$ cat src/pcs_pkg.sv
`timescale 1ns / 1ps
// ----------------------------------------------------------------------------
// pcs_pkg: shared types, constants and table function
// Shape codes, register indexes, datapath widths, the controller/datapath
// command and status structs, and the Q1.15 sine entry generator.
// ----------------------------------------------------------------------------
package pcs_pkg;

  // default parameter values
  localparam int SineDepthDefault = 1024;
  localparam int CoordBitsDefault = 14;

  // sweep length
  localparam int MaxSteps  = 256;
  localparam int HalfSteps = MaxSteps / 2;
  localparam int StepBits  = $clog2(MaxSteps);

  // configuration port
  localparam int CfgIndexBits = 2;
  localparam int CfgDataBits  = 12;
  localparam int ShapeBits    = 3;
  localparam int CenterBits   = 12;

  localparam logic [CfgIndexBits-1:0] CfgShape   = 2'd0;
  localparam logic [CfgIndexBits-1:0] CfgCenterX = 2'd1;
  localparam logic [CfgIndexBits-1:0] CfgCenterY = 2'd2;

  localparam logic [ShapeBits-1:0] ShapeAstroid = 3'd0;
  localparam logic [ShapeBits-1:0] ShapeCircle  = 3'd1;
  localparam logic [ShapeBits-1:0] ShapeHuygens = 3'd2;
  localparam logic [ShapeBits-1:0] ShapeHypo    = 3'd3;
  localparam logic [ShapeBits-1:0] ShapeLine    = 3'd4;

  localparam logic [ShapeBits-1:0]  ShapeReset   = ShapeAstroid;
  localparam logic [CenterBits-1:0] CenterXReset = 12'd199;
  localparam logic [CenterBits-1:0] CenterYReset = 12'd99;

  // datapath widths; every point is carried with 45 fraction bits
  localparam int SampleBits   = 16;
  localparam int ProdBits     = 32;
  localparam int MulBits      = ProdBits + SampleBits;
  localparam int CubeBits     = 46;
  localparam int FracBits     = 45;
  localparam int SumBits      = 60;
  localparam int SatBits      = 17;
  localparam int CircleShift  = FracBits - 15;
  localparam int HuygensShift = FracBits - 15 + 4;
  localparam int HypoShift    = FracBits - 16;
  localparam int LineShift    = FracBits - (StepBits - 1);

  typedef struct packed {
    logic load;
    logic look;
    logic mul_en;
    logic mul_cube;
    logic mul_axis;
    logic sum;
    logic finish;
  } pcs_cmd_t;

  typedef struct packed {
    logic astroid;
  } pcs_status_t;

  // Entry idx of a sine table of 2**dlog entries, Q1.15, built from a
  // Q30 Taylor series of degree 13 on the angle folded into one quadrant.
  function automatic logic [SampleBits-1:0] sine_entry(input int unsigned idx,
                                                       input int unsigned dlog);
    logic [63:0] f;
    logic [63:0] r;
    logic [63:0] x;
    logic [63:0] x2;
    logic [63:0] term;
    logic [63:0] pos;
    logic [63:0] neg;
    logic [63:0] s;
    logic [63:0] q;
    logic [1:0]  quad;
    int          n;
    f = {32'(idx), 32'd0} >> dlog;
    quad = f[31:30];
    r = f & 64'h3FFF_FFFF;
    if (quad[0]) begin
      r = (64'd1 << 30) - r;
    end
    x = (r * 64'd1686629713) >> 30;
    x2 = (x * x) >> 30;
    term = x;
    pos = x;
    neg = '0;
    for (n = 1; n <= 6; n++) begin
      term = (term * x2) >> 30;
      case (n)
        1: term = term / 64'd6;
        2: term = term / 64'd20;
        3: term = term / 64'd42;
        4: term = term / 64'd72;
        5: term = term / 64'd110;
        default: term = term / 64'd156;
      endcase
      if (n % 2 == 1) begin
        neg = neg + term;
      end else begin
        pos = pos + term;
      end
    end
    s = (pos > neg) ? pos - neg : 64'd0;
    q = (s * 64'd32768 + (64'd1 << 29)) >> 30;
    if (q > 64'd32767) begin
      q = 64'd32767;
    end
    sine_entry = quad[1] ? SampleBits'(-q) : SampleBits'(q);
  endfunction

endpackage

$ cat src/pcs_if.sv
`timescale 1ns / 1ps
// ----------------------------------------------------------------------------
// pcs_if: item channels of the curve sweep
// Input item channel, result item channel and register write channel, each a
// valid/ready handshake with source and sink views.
// ----------------------------------------------------------------------------
interface pcs_in_if;
  logic valid;
  logic ready;
  logic restart;

  modport source (output valid, output restart, input ready);
  modport sink (input valid, input restart, output ready);
endinterface

interface pcs_out_if #(
  parameter int COORD_BITS = pcs_pkg::CoordBitsDefault
);
  logic                         valid;
  logic                         ready;
  logic signed [COORD_BITS-1:0] from_x;
  logic signed [COORD_BITS-1:0] from_y;
  logic signed [COORD_BITS-1:0] to_x;
  logic signed [COORD_BITS-1:0] to_y;
  logic                         last;

  modport source (output valid, output from_x, output from_y, output to_x,
                  output to_y, output last, input ready);
  modport sink (input valid, input from_x, input from_y, input to_x,
                input to_y, input last, output ready);
endinterface

interface pcs_cfg_if;
  logic                                 valid;
  logic                                 ready;
  logic [pcs_pkg::CfgIndexBits-1:0]     index;
  logic [pcs_pkg::CfgDataBits-1:0]      data;

  modport source (output valid, output index, output data, input ready);
  modport sink (input valid, input index, input data, output ready);
endinterface

$ cat src/pcs_ctrl.sv
`timescale 1ns / 1ps
// ----------------------------------------------------------------------------
// pcs_ctrl: sequencer of the curve sweep
// Walks one item through table lookup, the shared multiplier (astroid only),
// the wide sum and rounding, and owns the result valid flag.
// ----------------------------------------------------------------------------
module pcs_ctrl (
  input  logic                 clk_i,
  input  logic                 rst_ni,
  input  logic                 in_valid_i,
  output logic                 in_ready_o,
  output logic                 out_valid_o,
  input  logic                 out_ready_i,
  input  pcs_pkg::pcs_status_t status_i,
  output pcs_pkg::pcs_cmd_t    cmd_o
);

  localparam logic [2:0] ST_IDLE = 3'd0;
  localparam logic [2:0] ST_LOOK = 3'd1;
  localparam logic [2:0] ST_SQ_X = 3'd2;
  localparam logic [2:0] ST_CU_X = 3'd3;
  localparam logic [2:0] ST_SQ_Y = 3'd4;
  localparam logic [2:0] ST_CU_Y = 3'd5;
  localparam logic [2:0] ST_SUM  = 3'd6;
  localparam logic [2:0] ST_RND  = 3'd7;

  logic [2:0] state_q, state_d;
  logic       out_valid_q, out_valid_d;

  always_comb begin
    state_d = state_q;
    cmd_o   = '0;
    case (state_q)
      ST_IDLE: begin
        if (in_valid_i) begin
          cmd_o.load = 1'b1;
          state_d    = ST_LOOK;
        end
      end
      ST_LOOK: begin
        cmd_o.look = 1'b1;
        state_d    = status_i.astroid ? ST_SQ_X : ST_SUM;
      end
      ST_SQ_X: begin
        cmd_o.mul_en = 1'b1;
        state_d      = ST_CU_X;
      end
      ST_CU_X: begin
        cmd_o.mul_en   = 1'b1;
        cmd_o.mul_cube = 1'b1;
        state_d        = ST_SQ_Y;
      end
      ST_SQ_Y: begin
        cmd_o.mul_en   = 1'b1;
        cmd_o.mul_axis = 1'b1;
        state_d        = ST_CU_Y;
      end
      ST_CU_Y: begin
        cmd_o.mul_en   = 1'b1;
        cmd_o.mul_cube = 1'b1;
        cmd_o.mul_axis = 1'b1;
        state_d        = ST_SUM;
      end
      ST_SUM: begin
        cmd_o.sum = 1'b1;
        state_d   = ST_RND;
      end
      ST_RND: begin
        // hold the rounded point until the output register frees up
        if (!out_valid_q || out_ready_i) begin
          cmd_o.finish = 1'b1;
          state_d      = ST_IDLE;
        end
      end
      default: begin
        state_d = ST_IDLE;
      end
    endcase
  end

  assign out_valid_d = cmd_o.finish | (out_valid_q & ~out_ready_i);
  assign in_ready_o  = (state_q == ST_IDLE);
  assign out_valid_o = out_valid_q;

  always_ff @(posedge clk_i or negedge rst_ni) begin
    if (!rst_ni) begin
      state_q     <= ST_IDLE;
      out_valid_q <= 1'b0;
    end else begin
      state_q     <= state_d;
      out_valid_q <= out_valid_d;
    end
  end

endmodule

$ cat src/pcs_dp.sv
`timescale 1ns / 1ps
// ----------------------------------------------------------------------------
// pcs_dp: datapath of the curve sweep
// Registers, step counter, phase, quarter-wave sine table, shared multiplier,
// wide sum, half-away rounding and saturation, result registers.
// ----------------------------------------------------------------------------
module pcs_dp #(
  parameter int SINE_TABLE_DEPTH = pcs_pkg::SineDepthDefault,
  parameter int COORD_BITS       = pcs_pkg::CoordBitsDefault
) (
  input  logic                                clk_i,
  input  logic                                rst_ni,
  input  pcs_pkg::pcs_cmd_t                   cmd_i,
  output pcs_pkg::pcs_status_t                status_o,
  input  logic                                restart_i,
  input  logic                                cfg_we_i,
  input  logic [pcs_pkg::CfgIndexBits-1:0]    cfg_index_i,
  input  logic [pcs_pkg::CfgDataBits-1:0]     cfg_data_i,
  output logic signed [COORD_BITS-1:0]        from_x_o,
  output logic signed [COORD_BITS-1:0]        from_y_o,
  output logic signed [COORD_BITS-1:0]        to_x_o,
  output logic signed [COORD_BITS-1:0]        to_y_o,
  output logic                                last_o
);

  localparam int DLOG = $clog2(SINE_TABLE_DEPTH);
  localparam int QLOG = DLOG - 2;
  localparam int QD   = SINE_TABLE_DEPTH / 4;
  localparam int SB   = pcs_pkg::StepBits;
  localparam int PW   = DLOG + SB + 2;
  localparam int SW   = pcs_pkg::SampleBits;
  localparam int TW   = pcs_pkg::SumBits;
  localparam int RW   = pcs_pkg::SatBits;

  localparam logic [SW-1:0] PEAK = pcs_pkg::sine_entry(QD, DLOG);
  localparam logic [SB-1:0] LAST_FULL = SB'(pcs_pkg::MaxSteps - 1);
  localparam logic [SB-1:0] LAST_HALF = SB'(pcs_pkg::HalfSteps - 1);
  localparam logic signed [TW-1:0] HALF_ULP = TW'(64'd1 << (pcs_pkg::FracBits - 1));
  localparam logic signed [RW-1:0] PIX_HI = RW'((1 << (COORD_BITS - 1)) - 1);
  localparam logic signed [RW-1:0] PIX_LO = -PIX_HI - RW'(1);

  // first quadrant of the sine table; the quarter-wave peak is kept apart
  logic [SW-1:0] qtab [QD];
  for (genvar g = 0; g < QD; g++) begin : g_qtab
    localparam logic [SW-1:0] Entry = pcs_pkg::sine_entry(g, DLOG);
    assign qtab[g] = Entry;
  end

  function automatic logic signed [SW-1:0] sine_at(input logic [DLOG-1:0] ph);
    logic [1:0]      quad;
    logic [QLOG:0]   rf;
    logic [SW-1:0]   mag;
    quad = ph[DLOG-1 -: 2];
    if (quad[0]) begin
      rf = (QLOG+1)'(QD) - {1'b0, ph[QLOG-1:0]};
    end else begin
      rf = {1'b0, ph[QLOG-1:0]};
    end
    mag = rf[QLOG] ? PEAK : qtab[rf[QLOG-1:0]];
    sine_at = quad[1] ? -mag : mag;
  endfunction

  // one axis of the point, scaled to 45 fraction bits, plus its center
  function automatic logic signed [TW-1:0] axis_sum(
    input logic [pcs_pkg::ShapeBits-1:0]     shp,
    input logic signed [SW-1:0]              a,
    input logic signed [SW-1:0]              am,
    input logic signed [pcs_pkg::CubeBits-1:0] cube,
    input logic                              is_y,
    input logic [SB:0]                       n,
    input logic [pcs_pkg::CenterBits-1:0]    ctr
  );
    logic signed [TW-1:0] ae;
    logic signed [TW-1:0] ame;
    logic signed [TW-1:0] ce;
    logic signed [TW-1:0] ne;
    logic signed [TW-1:0] d;
    logic signed [TW-1:0] v;
    logic signed [TW-1:0] cc;
    ae  = a;
    ame = am;
    ce  = cube;
    ne  = TW'(n);
    cc  = TW'(ctr);
    d   = '0;
    case (shp)
      pcs_pkg::ShapeAstroid: begin
        v = (ce <<< 6) + (ce <<< 4);
      end
      pcs_pkg::ShapeCircle: begin
        v = ((ae <<< 5) + (ae <<< 3)) <<< pcs_pkg::CircleShift;
      end
      pcs_pkg::ShapeHuygens: begin
        d = (ae <<< 1) + ae - ame;
        v = d <<< pcs_pkg::HuygensShift;
      end
      pcs_pkg::ShapeHypo: begin
        d = is_y ? (ae <<< 1) - ame : (ae <<< 1) + ame;
        v = ((d <<< 5) + (d <<< 3) + (d <<< 2) + d) <<< pcs_pkg::HypoShift;
      end
      pcs_pkg::ShapeLine: begin
        v = ((ne <<< 5) + (ne <<< 4) + (ne <<< 1)) <<< pcs_pkg::LineShift;
      end
      default: begin
        v = '0;
      end
    endcase
    axis_sum = v + (cc <<< pcs_pkg::FracBits);
  endfunction

  // round half away from zero on the 45 fraction bits, then saturate
  function automatic logic signed [COORD_BITS-1:0] to_pixel(
    input logic signed [TW-1:0] t
  );
    logic signed [TW-1:0] tr;
    logic signed [RW-1:0] re;
    tr = t + (t[TW-1] ? HALF_ULP - TW'(1) : HALF_ULP);
    re = RW'(signed'(tr[TW-1:pcs_pkg::FracBits]));
    if (re > PIX_HI) begin
      re = PIX_HI;
    end else if (re < PIX_LO) begin
      re = PIX_LO;
    end
    to_pixel = COORD_BITS'(re);
  endfunction

  // configuration and sweep state
  logic [pcs_pkg::ShapeBits-1:0]  shape_q;
  logic [pcs_pkg::CenterBits-1:0] center_x_q;
  logic [pcs_pkg::CenterBits-1:0] center_y_q;
  logic [SB-1:0]                  step_q, step_d;

  // per-item registers
  logic [SB-1:0]                  k_q;
  logic                           last_q;
  logic [DLOG-1:0]                p_q;
  logic signed [SW-1:0]           c_q, s_q, cm_q, sm_q;
  logic signed [pcs_pkg::ProdBits-1:0] prod_q;
  logic signed [pcs_pkg::CubeBits-1:0] cx3_q, cy3_q;
  logic signed [TW-1:0]           tx_q, ty_q;
  logic signed [COORD_BITS-1:0]   prev_x_q, prev_y_q;
  logic signed [COORD_BITS-1:0]   from_x_q, from_y_q, to_x_q, to_y_q;
  logic                           out_last_q;

  // item entry: step, phase and last flag
  logic                 full_steps;
  logic [SB-1:0]        k_raw, k_new;
  logic                 last_new;
  logic [1:0]           turns;
  logic [SB+1:0]        kt;
  logic [PW-1:0]        ph_full, ph_half;
  logic [DLOG-1:0]      p_new;

  assign full_steps = (shape_q == pcs_pkg::ShapeAstroid) ||
                      (shape_q == pcs_pkg::ShapeHuygens) ||
                      (shape_q == pcs_pkg::ShapeHypo);

  always_comb begin
    case (shape_q)
      pcs_pkg::ShapeAstroid: turns = 2'd1;
      pcs_pkg::ShapeCircle:  turns = 2'd3;
      pcs_pkg::ShapeHuygens: turns = 2'd2;
      pcs_pkg::ShapeHypo:    turns = 2'd1;
      default:               turns = 2'd0;
    endcase
  end

  always_comb begin
    k_raw = restart_i ? '0 : step_q;
    // a shorter sweep than the stored step restarts at step zero
    k_new = (!full_steps && k_raw[SB-1]) ? '0 : k_raw;
    last_new = full_steps ? (k_new == LAST_FULL) : (k_new == LAST_HALF);
    kt = (SB+2)'(k_new) * (SB+2)'(turns);
    ph_full = PW'(kt) << (DLOG - SB);
    ph_half = PW'(kt) << (DLOG - SB + 1);
    p_new = full_steps ? ph_full[DLOG-1:0] : ph_half[DLOG-1:0];
  end

  // table lookups at p and at 2p or 3p
  logic [DLOG-1:0] p_mul;
  logic [DLOG-1:0] p_dbl;

  assign p_dbl = {p_q[DLOG-2:0], 1'b0};
  assign p_mul = (shape_q == pcs_pkg::ShapeHuygens) ? p_dbl + p_q : p_dbl;

  // shared multiplier: square, then cube, per axis
  logic signed [SW-1:0]              mul_b;
  logic signed [pcs_pkg::ProdBits-1:0] mul_a;
  logic signed [pcs_pkg::MulBits-1:0]  mul_res;

  assign mul_b   = cmd_i.mul_axis ? s_q : c_q;
  assign mul_a   = cmd_i.mul_cube ? prod_q : pcs_pkg::ProdBits'(mul_b);
  assign mul_res = mul_a * mul_b;

  // line shape runs over the half-length sweep
  logic [SB:0] line_n;
  assign line_n = (SB+1)'(pcs_pkg::HalfSteps) - {1'b0, k_q};

  logic signed [COORD_BITS-1:0] px, py;
  assign px = to_pixel(tx_q);
  assign py = to_pixel(ty_q);

  assign step_d = last_q ? '0 : k_q + SB'(1);

  always_ff @(posedge clk_i or negedge rst_ni) begin
    if (!rst_ni) begin
      shape_q    <= pcs_pkg::ShapeReset;
      center_x_q <= pcs_pkg::CenterXReset;
      center_y_q <= pcs_pkg::CenterYReset;
      step_q     <= '0;
    end else begin
      if (cfg_we_i) begin
        case (cfg_index_i)
          pcs_pkg::CfgShape:   shape_q    <= cfg_data_i[pcs_pkg::ShapeBits-1:0];
          pcs_pkg::CfgCenterX: center_x_q <= cfg_data_i[pcs_pkg::CenterBits-1:0];
          pcs_pkg::CfgCenterY: center_y_q <= cfg_data_i[pcs_pkg::CenterBits-1:0];
          default: ;
        endcase
      end
      if (cmd_i.finish) begin
        step_q <= step_d;
      end
    end
  end

  always_ff @(posedge clk_i) begin
    if (cmd_i.load) begin
      k_q    <= k_new;
      last_q <= last_new;
      p_q    <= p_new;
    end
    if (cmd_i.look) begin
      c_q  <= sine_at(p_q + DLOG'(QD));
      s_q  <= sine_at(p_q);
      cm_q <= sine_at(p_mul + DLOG'(QD));
      sm_q <= sine_at(p_mul);
    end
    if (cmd_i.mul_en) begin
      if (!cmd_i.mul_cube) begin
        prod_q <= mul_res[pcs_pkg::ProdBits-1:0];
      end else if (cmd_i.mul_axis) begin
        cy3_q <= mul_res[pcs_pkg::CubeBits-1:0];
      end else begin
        cx3_q <= mul_res[pcs_pkg::CubeBits-1:0];
      end
    end
    if (cmd_i.sum) begin
      tx_q <= axis_sum(shape_q, c_q, cm_q, cx3_q, 1'b0, line_n, center_x_q);
      ty_q <= axis_sum(shape_q, s_q, sm_q, cy3_q, 1'b1, line_n, center_y_q);
    end
    if (cmd_i.finish) begin
      from_x_q   <= px;
      from_y_q   <= py;
      // step zero draws a point: the segment starts and ends on it
      to_x_q     <= (k_q == '0) ? px : prev_x_q;
      to_y_q     <= (k_q == '0) ? py : prev_y_q;
      out_last_q <= last_q;
      prev_x_q   <= px;
      prev_y_q   <= py;
    end
  end

  assign status_o.astroid = (shape_q == pcs_pkg::ShapeAstroid);

  assign from_x_o = from_x_q;
  assign from_y_o = from_y_q;
  assign to_x_o   = to_x_q;
  assign to_y_o   = to_y_q;
  assign last_o   = out_last_q;

endmodule

$ cat src/parametric_curve_sweep.sv
`timescale 1ns / 1ps
// ----------------------------------------------------------------------------
// parametric_curve_sweep: curve sampler, one line segment per item
// Steps through astroid, circle, Huygens cycloid, hypocycloid or line and
// returns the segment from the current pixel back to the previous one.
// ----------------------------------------------------------------------------
// Each input item yields one segment. Every item passes through lookup, sum
// and round before the next is accepted; the astroid also squares and cubes:
// its cosine and sine cubes go through a single shared 32x16 multiplier, one
// square or cube per cycle. The finished segment sits in an
// output register, so the next item is taken while it waits; an item reaches
// that register only once the previous segment has been taken. The register
// port is always ready and must only be written between sweeps' items, with
// no item in flight. There is no clearing pass after reset.
module parametric_curve_sweep #(
  parameter int SINE_TABLE_DEPTH = pcs_pkg::SineDepthDefault,
  parameter int COORD_BITS       = pcs_pkg::CoordBitsDefault
) (
  input  logic         clk_i,
  input  logic         rst_ni,
  pcs_in_if.sink       in_i,
  pcs_out_if.source    out_o,
  pcs_cfg_if.sink      cfg_i
);

  pcs_pkg::pcs_cmd_t    cmd;
  pcs_pkg::pcs_status_t status;
  logic                 in_ready;
  logic                 out_valid;

  assign cfg_i.ready = 1'b1;
  assign in_i.ready  = in_ready;
  assign out_o.valid = out_valid;

  pcs_ctrl u_ctrl (
    .clk_i       (clk_i),
    .rst_ni      (rst_ni),
    .in_valid_i  (in_i.valid),
    .in_ready_o  (in_ready),
    .out_valid_o (out_valid),
    .out_ready_i (out_o.ready),
    .status_i    (status),
    .cmd_o       (cmd)
  );

  pcs_dp #(
    .SINE_TABLE_DEPTH (SINE_TABLE_DEPTH),
    .COORD_BITS       (COORD_BITS)
  ) u_dp (
    .clk_i       (clk_i),
    .rst_ni      (rst_ni),
    .cmd_i       (cmd),
    .status_o    (status),
    .restart_i   (in_i.restart),
    .cfg_we_i    (cfg_i.valid),
    .cfg_index_i (cfg_i.index),
    .cfg_data_i  (cfg_i.data),
    .from_x_o    (out_o.from_x),
    .from_y_o    (out_o.from_y),
    .to_x_o      (out_o.to_x),
    .to_y_o      (out_o.to_y),
    .last_o      (out_o.last)
  );

`ifndef SYNTHESIS
  // a new segment never overwrites one that is still waiting
  assert property (@(posedge clk_i) disable iff (!rst_ni)
    cmd.finish |-> (!out_valid || out_o.ready))
    else $error("segment overwrote a pending result");

  // a segment appears only from a finished item
  assert property (@(posedge clk_i) disable iff (!rst_ni)
    $rose(out_valid) |-> $past(cmd.finish))
    else $error("result valid without a finished item");

  // an accepted item needs lookup, sum and rounding before it finishes
  assert property (@(posedge clk_i) disable iff (!rst_ni)
    cmd.load |=> (!cmd.finish && !in_ready))
    else $error("item finished or input reopened right after acceptance");
`endif

endmodule
$ cat src/flat_wrapper.sv
// flat-port wrapper written by rule: the top's interface ports become plain ports
module parametric_curve_sweep_flat 
#(
  parameter int SINE_TABLE_DEPTH = pcs_pkg::SineDepthDefault,
  parameter int COORD_BITS       = pcs_pkg::CoordBitsDefault
)
  (clk_i, rst_ni, in_i_valid, in_i_restart, in_i_ready, out_o_valid, out_o_from_x, out_o_from_y, out_o_to_x, out_o_to_y, out_o_last, out_o_ready, cfg_i_valid, cfg_i_index, cfg_i_data, cfg_i_ready);
  pcs_in_if in_i_i ();
  pcs_out_if #(.COORD_BITS(COORD_BITS)) out_o_i ();
  pcs_cfg_if cfg_i_i ();
  input  logic clk_i;
  input  logic rst_ni;
  input wire logic [$bits(in_i_i.valid)-1:0] in_i_valid;
  input wire logic [$bits(in_i_i.restart)-1:0] in_i_restart;
  output wire logic [$bits(in_i_i.ready)-1:0] in_i_ready;
  output wire logic [$bits(out_o_i.valid)-1:0] out_o_valid;
  output wire logic [$bits(out_o_i.from_x)-1:0] out_o_from_x;
  output wire logic [$bits(out_o_i.from_y)-1:0] out_o_from_y;
  output wire logic [$bits(out_o_i.to_x)-1:0] out_o_to_x;
  output wire logic [$bits(out_o_i.to_y)-1:0] out_o_to_y;
  output wire logic [$bits(out_o_i.last)-1:0] out_o_last;
  input wire logic [$bits(out_o_i.ready)-1:0] out_o_ready;
  input wire logic [$bits(cfg_i_i.valid)-1:0] cfg_i_valid;
  input wire logic [$bits(cfg_i_i.index)-1:0] cfg_i_index;
  input wire logic [$bits(cfg_i_i.data)-1:0] cfg_i_data;
  output wire logic [$bits(cfg_i_i.ready)-1:0] cfg_i_ready;
  assign in_i_i.valid = in_i_valid;
  assign in_i_i.restart = in_i_restart;
  assign in_i_ready = in_i_i.ready;
  assign out_o_valid = out_o_i.valid;
  assign out_o_from_x = out_o_i.from_x;
  assign out_o_from_y = out_o_i.from_y;
  assign out_o_to_x = out_o_i.to_x;
  assign out_o_to_y = out_o_i.to_y;
  assign out_o_last = out_o_i.last;
  assign out_o_i.ready = out_o_ready;
  assign cfg_i_i.valid = cfg_i_valid;
  assign cfg_i_i.index = cfg_i_index;
  assign cfg_i_i.data = cfg_i_data;
  assign cfg_i_ready = cfg_i_i.ready;
  parametric_curve_sweep #(.SINE_TABLE_DEPTH(SINE_TABLE_DEPTH), .COORD_BITS(COORD_BITS)) u_core (.clk_i(clk_i), .rst_ni(rst_ni), .in_i(in_i_i), .out_o(out_o_i), .cfg_i(cfg_i_i));
endmodule
$ cat config.mk
export PLATFORM = sky130hd
export DESIGN_NAME = parametric_curve_sweep_flat
export DESIGN_NICKNAME = d
export VERILOG_FILES = /design/src/pcs_pkg.sv /design/src/pcs_if.sv /design/src/pcs_ctrl.sv /design/src/pcs_dp.sv /design/src/parametric_curve_sweep.sv /design/src/flat_wrapper.sv
export SDC_FILE = /design/constraint.sdc
export NUM_CORES = 2
export LEC_CHECK = 0
export BUFFER_PORTS_ARGS = -buffer_cell sky130_fd_sc_hd__buf_2
export CAP_MARGIN = 0
export CORE_UTILIZATION = 35
export DETAILED_ROUTE_END_ITERATION = 10
export SLEW_MARGIN = 15
export SYNTH_ARGS = -nofsm -noshare
export SYNTH_HDL_FRONTEND = slang
export SYNTH_SLANG_ARGS = --single-unit
$ cat constraint.sdc
create_clock -name clk_i -period 9 [get_ports clk_i]
set_input_delay 1.8 -clock clk_i [delete_from_list [all_inputs] [get_ports clk_i]]
set_output_delay 1.8 -clock clk_i [all_outputs]
set_load 0.01 [all_outputs]
Yosys cells after proc, flatten, opt, wreduce, memory -nomap -nowiden
Memories as Yosys holds them, arrays and structs flattened.
Cells that the tools add are included.
{ "word_totals": {"regBits": 423, "romBits": 16384, "inputBits": 20, "out_inout_bits": 60, "word_cells": 178, "memories": 4} }
{ "memory_table": {"columns": ["memory", "words", "word_bits", "read_ports", "rd_clocked_by_memory_dff", "wr", "line_no", "text"], "rows": [
  ["(name not given)", 256, 16, 1, 0, 0, "pcs_dp.sv:59", "mag = rf[QLOG] ? PEAK : qtab[rf[QLOG-1:0]];"],
  ["(name not given)", 256, 16, 1, 0, 0, "pcs_dp.sv:59", null],
  ["(name not given)", 256, 16, 1, 0, 0, "pcs_dp.sv:59", null],
  ["(name not given)", 256, 16, 1, 0, 0, "pcs_dp.sv:59", null]
]} }
{ "classes": {"add_sub_neg": 35, "multipliers": 2, "order_cmp": 8, "n_eq_ne": 17, "muxes": 58, "n_bitwise": 9, "reduce_logical": 21} }
{ "ops": {"columns": ["op", "count"], "rows": [
  ["$pmux W60 S5", 2],
  ["$mux W16", 17],
  ["$add A60 B46 Y60", 2],
  ["$add A60 B58 Y60", 2],
  ["$mux W60", 2],
  ["$add A52 B50 Y53", 2],
  ["$mux W45", 2],
  ["$mux W14", 6],
  ["$mux W9", 8],
  ["$neg A16 Y16", 4],
  ["$add A17 B16 Y18", 3],
  ["$add A25 B18 Y26", 2],
  ["$add A24 B20 Y25", 2],
  ["$add A23 B21 Y24", 2],
  ["$mul A32 B16 Y46", 1],
  ["$add A21 B19 Y22", 2],
  ["$sub A18 B16 Y19", 2],
  ["$ge A9 B9 Y1 const B", 4],
  ["$not A8 Y9", 4],
  ["$sub A9 B8 Y9 const A", 4],
  ["$mux W32", 1],
  ["$gt A15 B14 Y1 const B", 2],
  ["$lt A15 B14 Y1 const B", 2],
  ["$mux W8", 3],
  ["34 further kinds", 69]
]} }

Depth between registers and ports, before layout
{ "depth": {"ltp_word": 13, "mapped_depth": 41, "mapped_depth_nobuf": 41} }

Modules after synthesis
From an unflattened synthesis, not the netlist that was laid out.
{ "hier_totals": {"hier_cells": 6627, "hier_area_um2": 58735.1} }
{ "modules_own_cells": {"columns": ["module", "instances", "cells_each", "area_per_inst_um2", "seq_area_each_um2"], "rows": [
  ["pcs_dp", 1, 6595, 58452.3, 12117.9],
  ["pcs_ctrl", 1, 30, 271.5, 100.1],
  ["parametric_curve_sweep", 1, 2, 11.3, 0.0]
]} }

Worst setup path before layout
Ideal clock, no wire load.
{ "synth_timing": {"kind": "register -> register", "from": "reg u_core.u_ctrl.state_q[1]", "to": "reg u_core.u_dp.cx3_q[43] (netlist name), data pin", "setup_ps": 264, "arrival_ps": 9582, "t_required_ps": 8736, "setup_slack_ps": -846, "path_stages_with_launch": 33, "path_buffers": 4, "synth_period_minus_slack_ps": 9846, "cell_sequence": "dfrtp_1 clkbuf_1 nand2_1 nor2_1 nor2_1 clkbuf_1 buf_1 clkbuf_1 a21oi_1 nand2_1 fa_1 inv_1 fa_1 inv_1 fa_1 inv_1 fa_1 inv_1 fa_1 inv_1 fa_1 ha_1 o21ai_0 nand2b_1 o2111a_1 a21oi_1 o211ai_1 a31oi_1 o2111ai_1 a31o_2 a21o_1 a21oi_1 xnor2_1"} }
{ "synth_between": {"elab_chain_len": 6, "elab_cells_between_ends": 10, "cone_classes": "1 x mul; 3 x eq/ne; 4 x mux; 2 x reduce/logical"} }
{ "synth_lines": {"columns": ["element", "line_no", "text"], "rows": [
  ["start, declared", "pcs_ctrl.sv:27", "logic [2:0] state_q, state_d;"],
  ["start signal, assigned", "pcs_ctrl.sv:90", "state_q <= state_d;"],
  ["$eq A3 B3 Y1", "pcs_ctrl.sv:33", "case (state_q)"],
  ["$reduce_or A2 Y1 (no source line)", null, null],
  ["$mux W1", "pcs_ctrl.sv:33", null],
  ["$mux W16", "pcs_dp.sv:191", "assign mul_b = cmd_i.mul_axis ? s_q : c_q;"],
  ["$mux W32", "pcs_dp.sv:192", "assign mul_a = cmd_i.mul_cube ? prod_q : pcs_pkg::ProdBits'(mul_b);"],
  ["$mul A32 B16 Y46 (*)", "pcs_dp.sv:193", "assign mul_res = mul_a * mul_b;"],
  ["net u_core.u_dp.mul_res, one bit", "pcs_dp.sv:189", "logic signed [pcs_pkg::MulBits-1:0] mul_res;"],
  ["end signal, assigned", "pcs_dp.sv:244", "cx3_q <= mul_res[pcs_pkg::CubeBits-1:0];"],
  ["end, declared", "pcs_dp.sv:139", "logic signed [pcs_pkg::CubeBits-1:0] cx3_q, cy3_q;"]
]} }
Mark *: on every way through the listed nets, which the timed path passes. The rest lies on a longest branch.
A chain may end at the register's enable or synchronous reset.

Worst setup path after layout
{ "layout_timing": {"from": "reg u_core.u_ctrl.state_q[2]", "to": "reg u_core.u_dp.cx3_q[44] (netlist name), data pin"} }
The elaborated chain is that of the path after synthesis.

==> results.sh <==
export IMPL_viasPerCell=5.570
export IMPL_netlist_top_cells_count="877 x inv_1, 603 x nor2_1, 591 x nand2_1"
export IMPL_ys_top_cells_by_area="fa_1 19%, edfxtp_1 19%, ha_1 12%"
export IMPL_path_max_fanout=13
export IMPL_dr_pass1_iters=6
export IMPL_crit_required_ns=9.35
export IMPL_syn_area_um2=59570
export IMPL_slowest_stage="fa_1"
export IMPL_holdBufCountCts=0
export IMPL_synth_edff_count=374
export IMPL_cts_sinks=413
export IMPL_clock_root_buffer="clkbuf_16"
export IMPL_stdcell_count=8971
export IMPL_holdWs_ns=0.5180
export IMPL_dieArea_um2=171900
export IMPL_syn2layout_area_growth_pct=8.307
export IMPL_crit_path_end_kind="flop"
export IMPL_clock_latency_ns=0.62
export IMPL_die_w_um=414.6
export IMPL_grt_pass1_vias=49306
export IMPL_hold_class="reg2reg"
export IMPL_finalHoldViolCount=0
export IMPL_wl_um=191700
export IMPL_maxCapViolations=0
export IMPL_reg2reg_slack_ns=0.47
export IMPL_worstHoldPathCells=2
export IMPL_yosysSeqAreaShare_pct=20.51
export IMPL_cp_top_family="adder cells"
export IMPL_min_period_over_period_pct=94.83
export IMPL_synth_seq_cells=413
export IMPL_critical_path_max_stage_delay_ns=0.56
export IMPL_syn_nets=7880
export IMPL_worstSetupPathType="reg2reg"
export IMPL_outcome="finished clean"
export IMPL_synth_top_cell_area_share_pct=19.05
export IMPL_ys_warnings_count=0
export IMPL_finClkSkew_ns=0.02739
export IMPL_r2r_end="u_core.u_dp.cx3_q[44]"
export IMPL_post_synth_top_area_cell="fa_1"
export IMPL_ys_async_sr_fraction_pct=9.443
export IMPL_io_buffers=78
export IMPL_tns_ns=0
export IMPL_ant_nets=0
export IMPL_rr_startpoint="u_core.u_ctrl.state_q[2]"
export IMPL_hpwlAfterDp_um=153600
export IMPL_setup_viol=0
export IMPL_gp_congestion=1.009
export IMPL_ys_types=129
export IMPL_relSlewSlack_pct=23.29
export IMPL_hold_path_endpoint="u_core.u_dp.step_q[2]"
export IMPL_fp_dieH_um=414.6
export IMPL_grt_usage_pct=21.87
export IMPL_worst_pin_slew_ns=1.151
export IMPL_cp_num_buf_inv=10
export IMPL_h_tree_depth=2
export IMPL_clock_fmax_mhz=117.2
export IMPL_postSynthAreaPerCell_um2=8.849
export IMPL_grt_overflow=0
export IMPL_rr_worst_depth=34
export IMPL_fillCellCount=17021
export IMPL_cts_path_max_buffers=3
export IMPL_num_io_pins=80
export IMPL_period_minus_slack_ns=8.534
export IMPL_coreArea_um2=169300
export IMPL_yosys_most_used_dff="edfxtp_1"
export IMPL_cts_tree="yes"
export IMPL_grt_max_degree=71
export IMPL_cts_made_buffers=43
export IMPL_synth_most_common_cell="inv_1"
export IMPL_drt_wirelength_per_cell_um=21.37
export IMPL_nets=7865
export IMPL_cts_clk_slew_worst_paths_ns=0.07
export IMPL_drive_gt1_share_pct=7.642
export IMPL_start_util_pct=35.19
export IMPL_dp_cells=8879
export IMPL_rows=151
export IMPL_cp_start_kind="flop"
export IMPL_antenna_found_initial=1
export IMPL_grt_pass1_wl_um=295800
export IMPL_vias=49971
export IMPL_rsz0062_at_grt="no"
export IMPL_worstPathArrival_ns=8.88
export IMPL_worstHoldStart="u_core.u_dp.step_q[2]"
export IMPL_drtIter0Drc=4871
export IMPL_syn_inst=6732
export IMPL_post_route_drc_count=0
export IMPL_timing_final_max_slew_violations=0
-- placed cells by master, fill, tap and decap left out, types with 30 or more instances in the layout --
master / instances
xor2_1: 121
and2_1: 36
xnor2_1: 267
a31oi_1: 68
nand2b_1: 54
buf_4: 158
o211ai_1: 73
buf_2: 78
inv_1: 876
nand2_1: 591
a21o_1: 205
nor2b_1: 56
and3_1: 49
dfrtp_1: 30
clkbuf_16: 46
a221oi_1: 31
edfxtp_1: 374
nand4_1: 50
mux2_2: 59
o22ai_1: 36
o21a_1: 71
nor2_1: 599
o21bai_1: 50
fa_1: 567
a211oi_1: 62
nand3_1: 103
ha_1: 561
a21oi_1: 405
o21ai_0: 324
nor3_1: 119
o31ai_1: 39
or3_1: 43
-- flip-flops by register name (all words and copies together), names as in the netlist, 16 cells and up --
signal,flops
u_core.u_dp.tx_q,56
u_core.u_dp.ty_q,56
u_core.u_dp.cx3_q,46
u_core.u_dp.cy3_q,46
u_core.u_dp.prod_q,32
u_core.u_dp.c_q,16
u_core.u_dp.cm_q,16
u_core.u_dp.s_q,16
u_core.u_dp.sm_q,16
-- through the flow --
step | worst slack [ns] | utilization [%] | area, µm²
after floorplan | 0.2163 | - | 59590
after global placement | 0.4683 | 37.05 | 62720
after detailed placement | 0.2915 | 37.05 | 62720
after CTS | 0.2769 | 38.01 | 64340
after global routing | 0.02471 | 38.11 | 64520
final | 0.4656 | 38.11 | 64520
-- worst max-delay path by stage --
| stage | start | to | cells past startpoint |
|---|---|---|---|
| detailed placement | u_core.u_dp.sm_q[0] | u_core.u_dp.ty_q[57] | 34 |
| CTS | u_core.u_dp.sm_q[0] | u_core.u_dp.ty_q[57] | 34 |
| global route | u_core.u_dp.s_q[0] | u_core.u_dp.ty_q[57] | 38 |
| global placement | u_core.u_ctrl.state_q[1] | u_core.u_dp.cx3_q[44] | 31 |
| floorplan | u_core.u_ctrl.state_q[2] | u_core.u_dp.cx3_q[43] | 33 |
| finish | u_core.u_ctrl.state_q[2] | u_core.u_dp.cx3_q[44] | 34 |
-- final cells by class --
cell class	instances	area, µm²	share of cell area (%)
Sequential cell	413	12220	18.94
Clock inverter	25	434.2	0.6729
Timing Repair Buffer	240	1648	2.554
Inverter	886	3326	5.154
Multi-Input combinational cell	5133	42920	66.53
Antenna cell	1	2.502	0.003878
Tap cell	2218	2775	4.301
Clock buffer	55	1195	1.852
-- what timing repair did --
item                       CTS  global route
resized for setup            0            17
setup buffers                0            11
setup endpoints to repair    0            25
-- per-layer routing --
| layer | up-vias | wire (µm) | track usage (%) |
|---|---|---|---|
| met5 | - | 0 | 0 |
| met4 | 0 | 6639 | 6.792 |
| met3 | 272 | 13580 | 2.429 |
| met2 | 1963 | 89180 | 36.32 |
| met1 | 24511 | 82300 | 29.73 |
| li1 | 23225 | - | - |
-- kinds of logic after synthesis --
family	synth area share (%)
flip-flops	20.51
buffers and inverters	7.794
adder cells (fa/ha/maj)	30.92
AND/OR/NAND/NOR	13.65
other	0.006295
multiplexers	1.913
XOR/XNOR	6.108
AO/OA/AOI/OAI	19.10
-- worst min-delay path, cell delays in order, from the launching register on --
cell	delay (ns)
dfrtp_1	0.37
nand2_1	0.06
o31ai_1	0.06
Power is not shown: default switching activity piles up to over one toggle a cycle in this logic, so the estimate is an artifact.
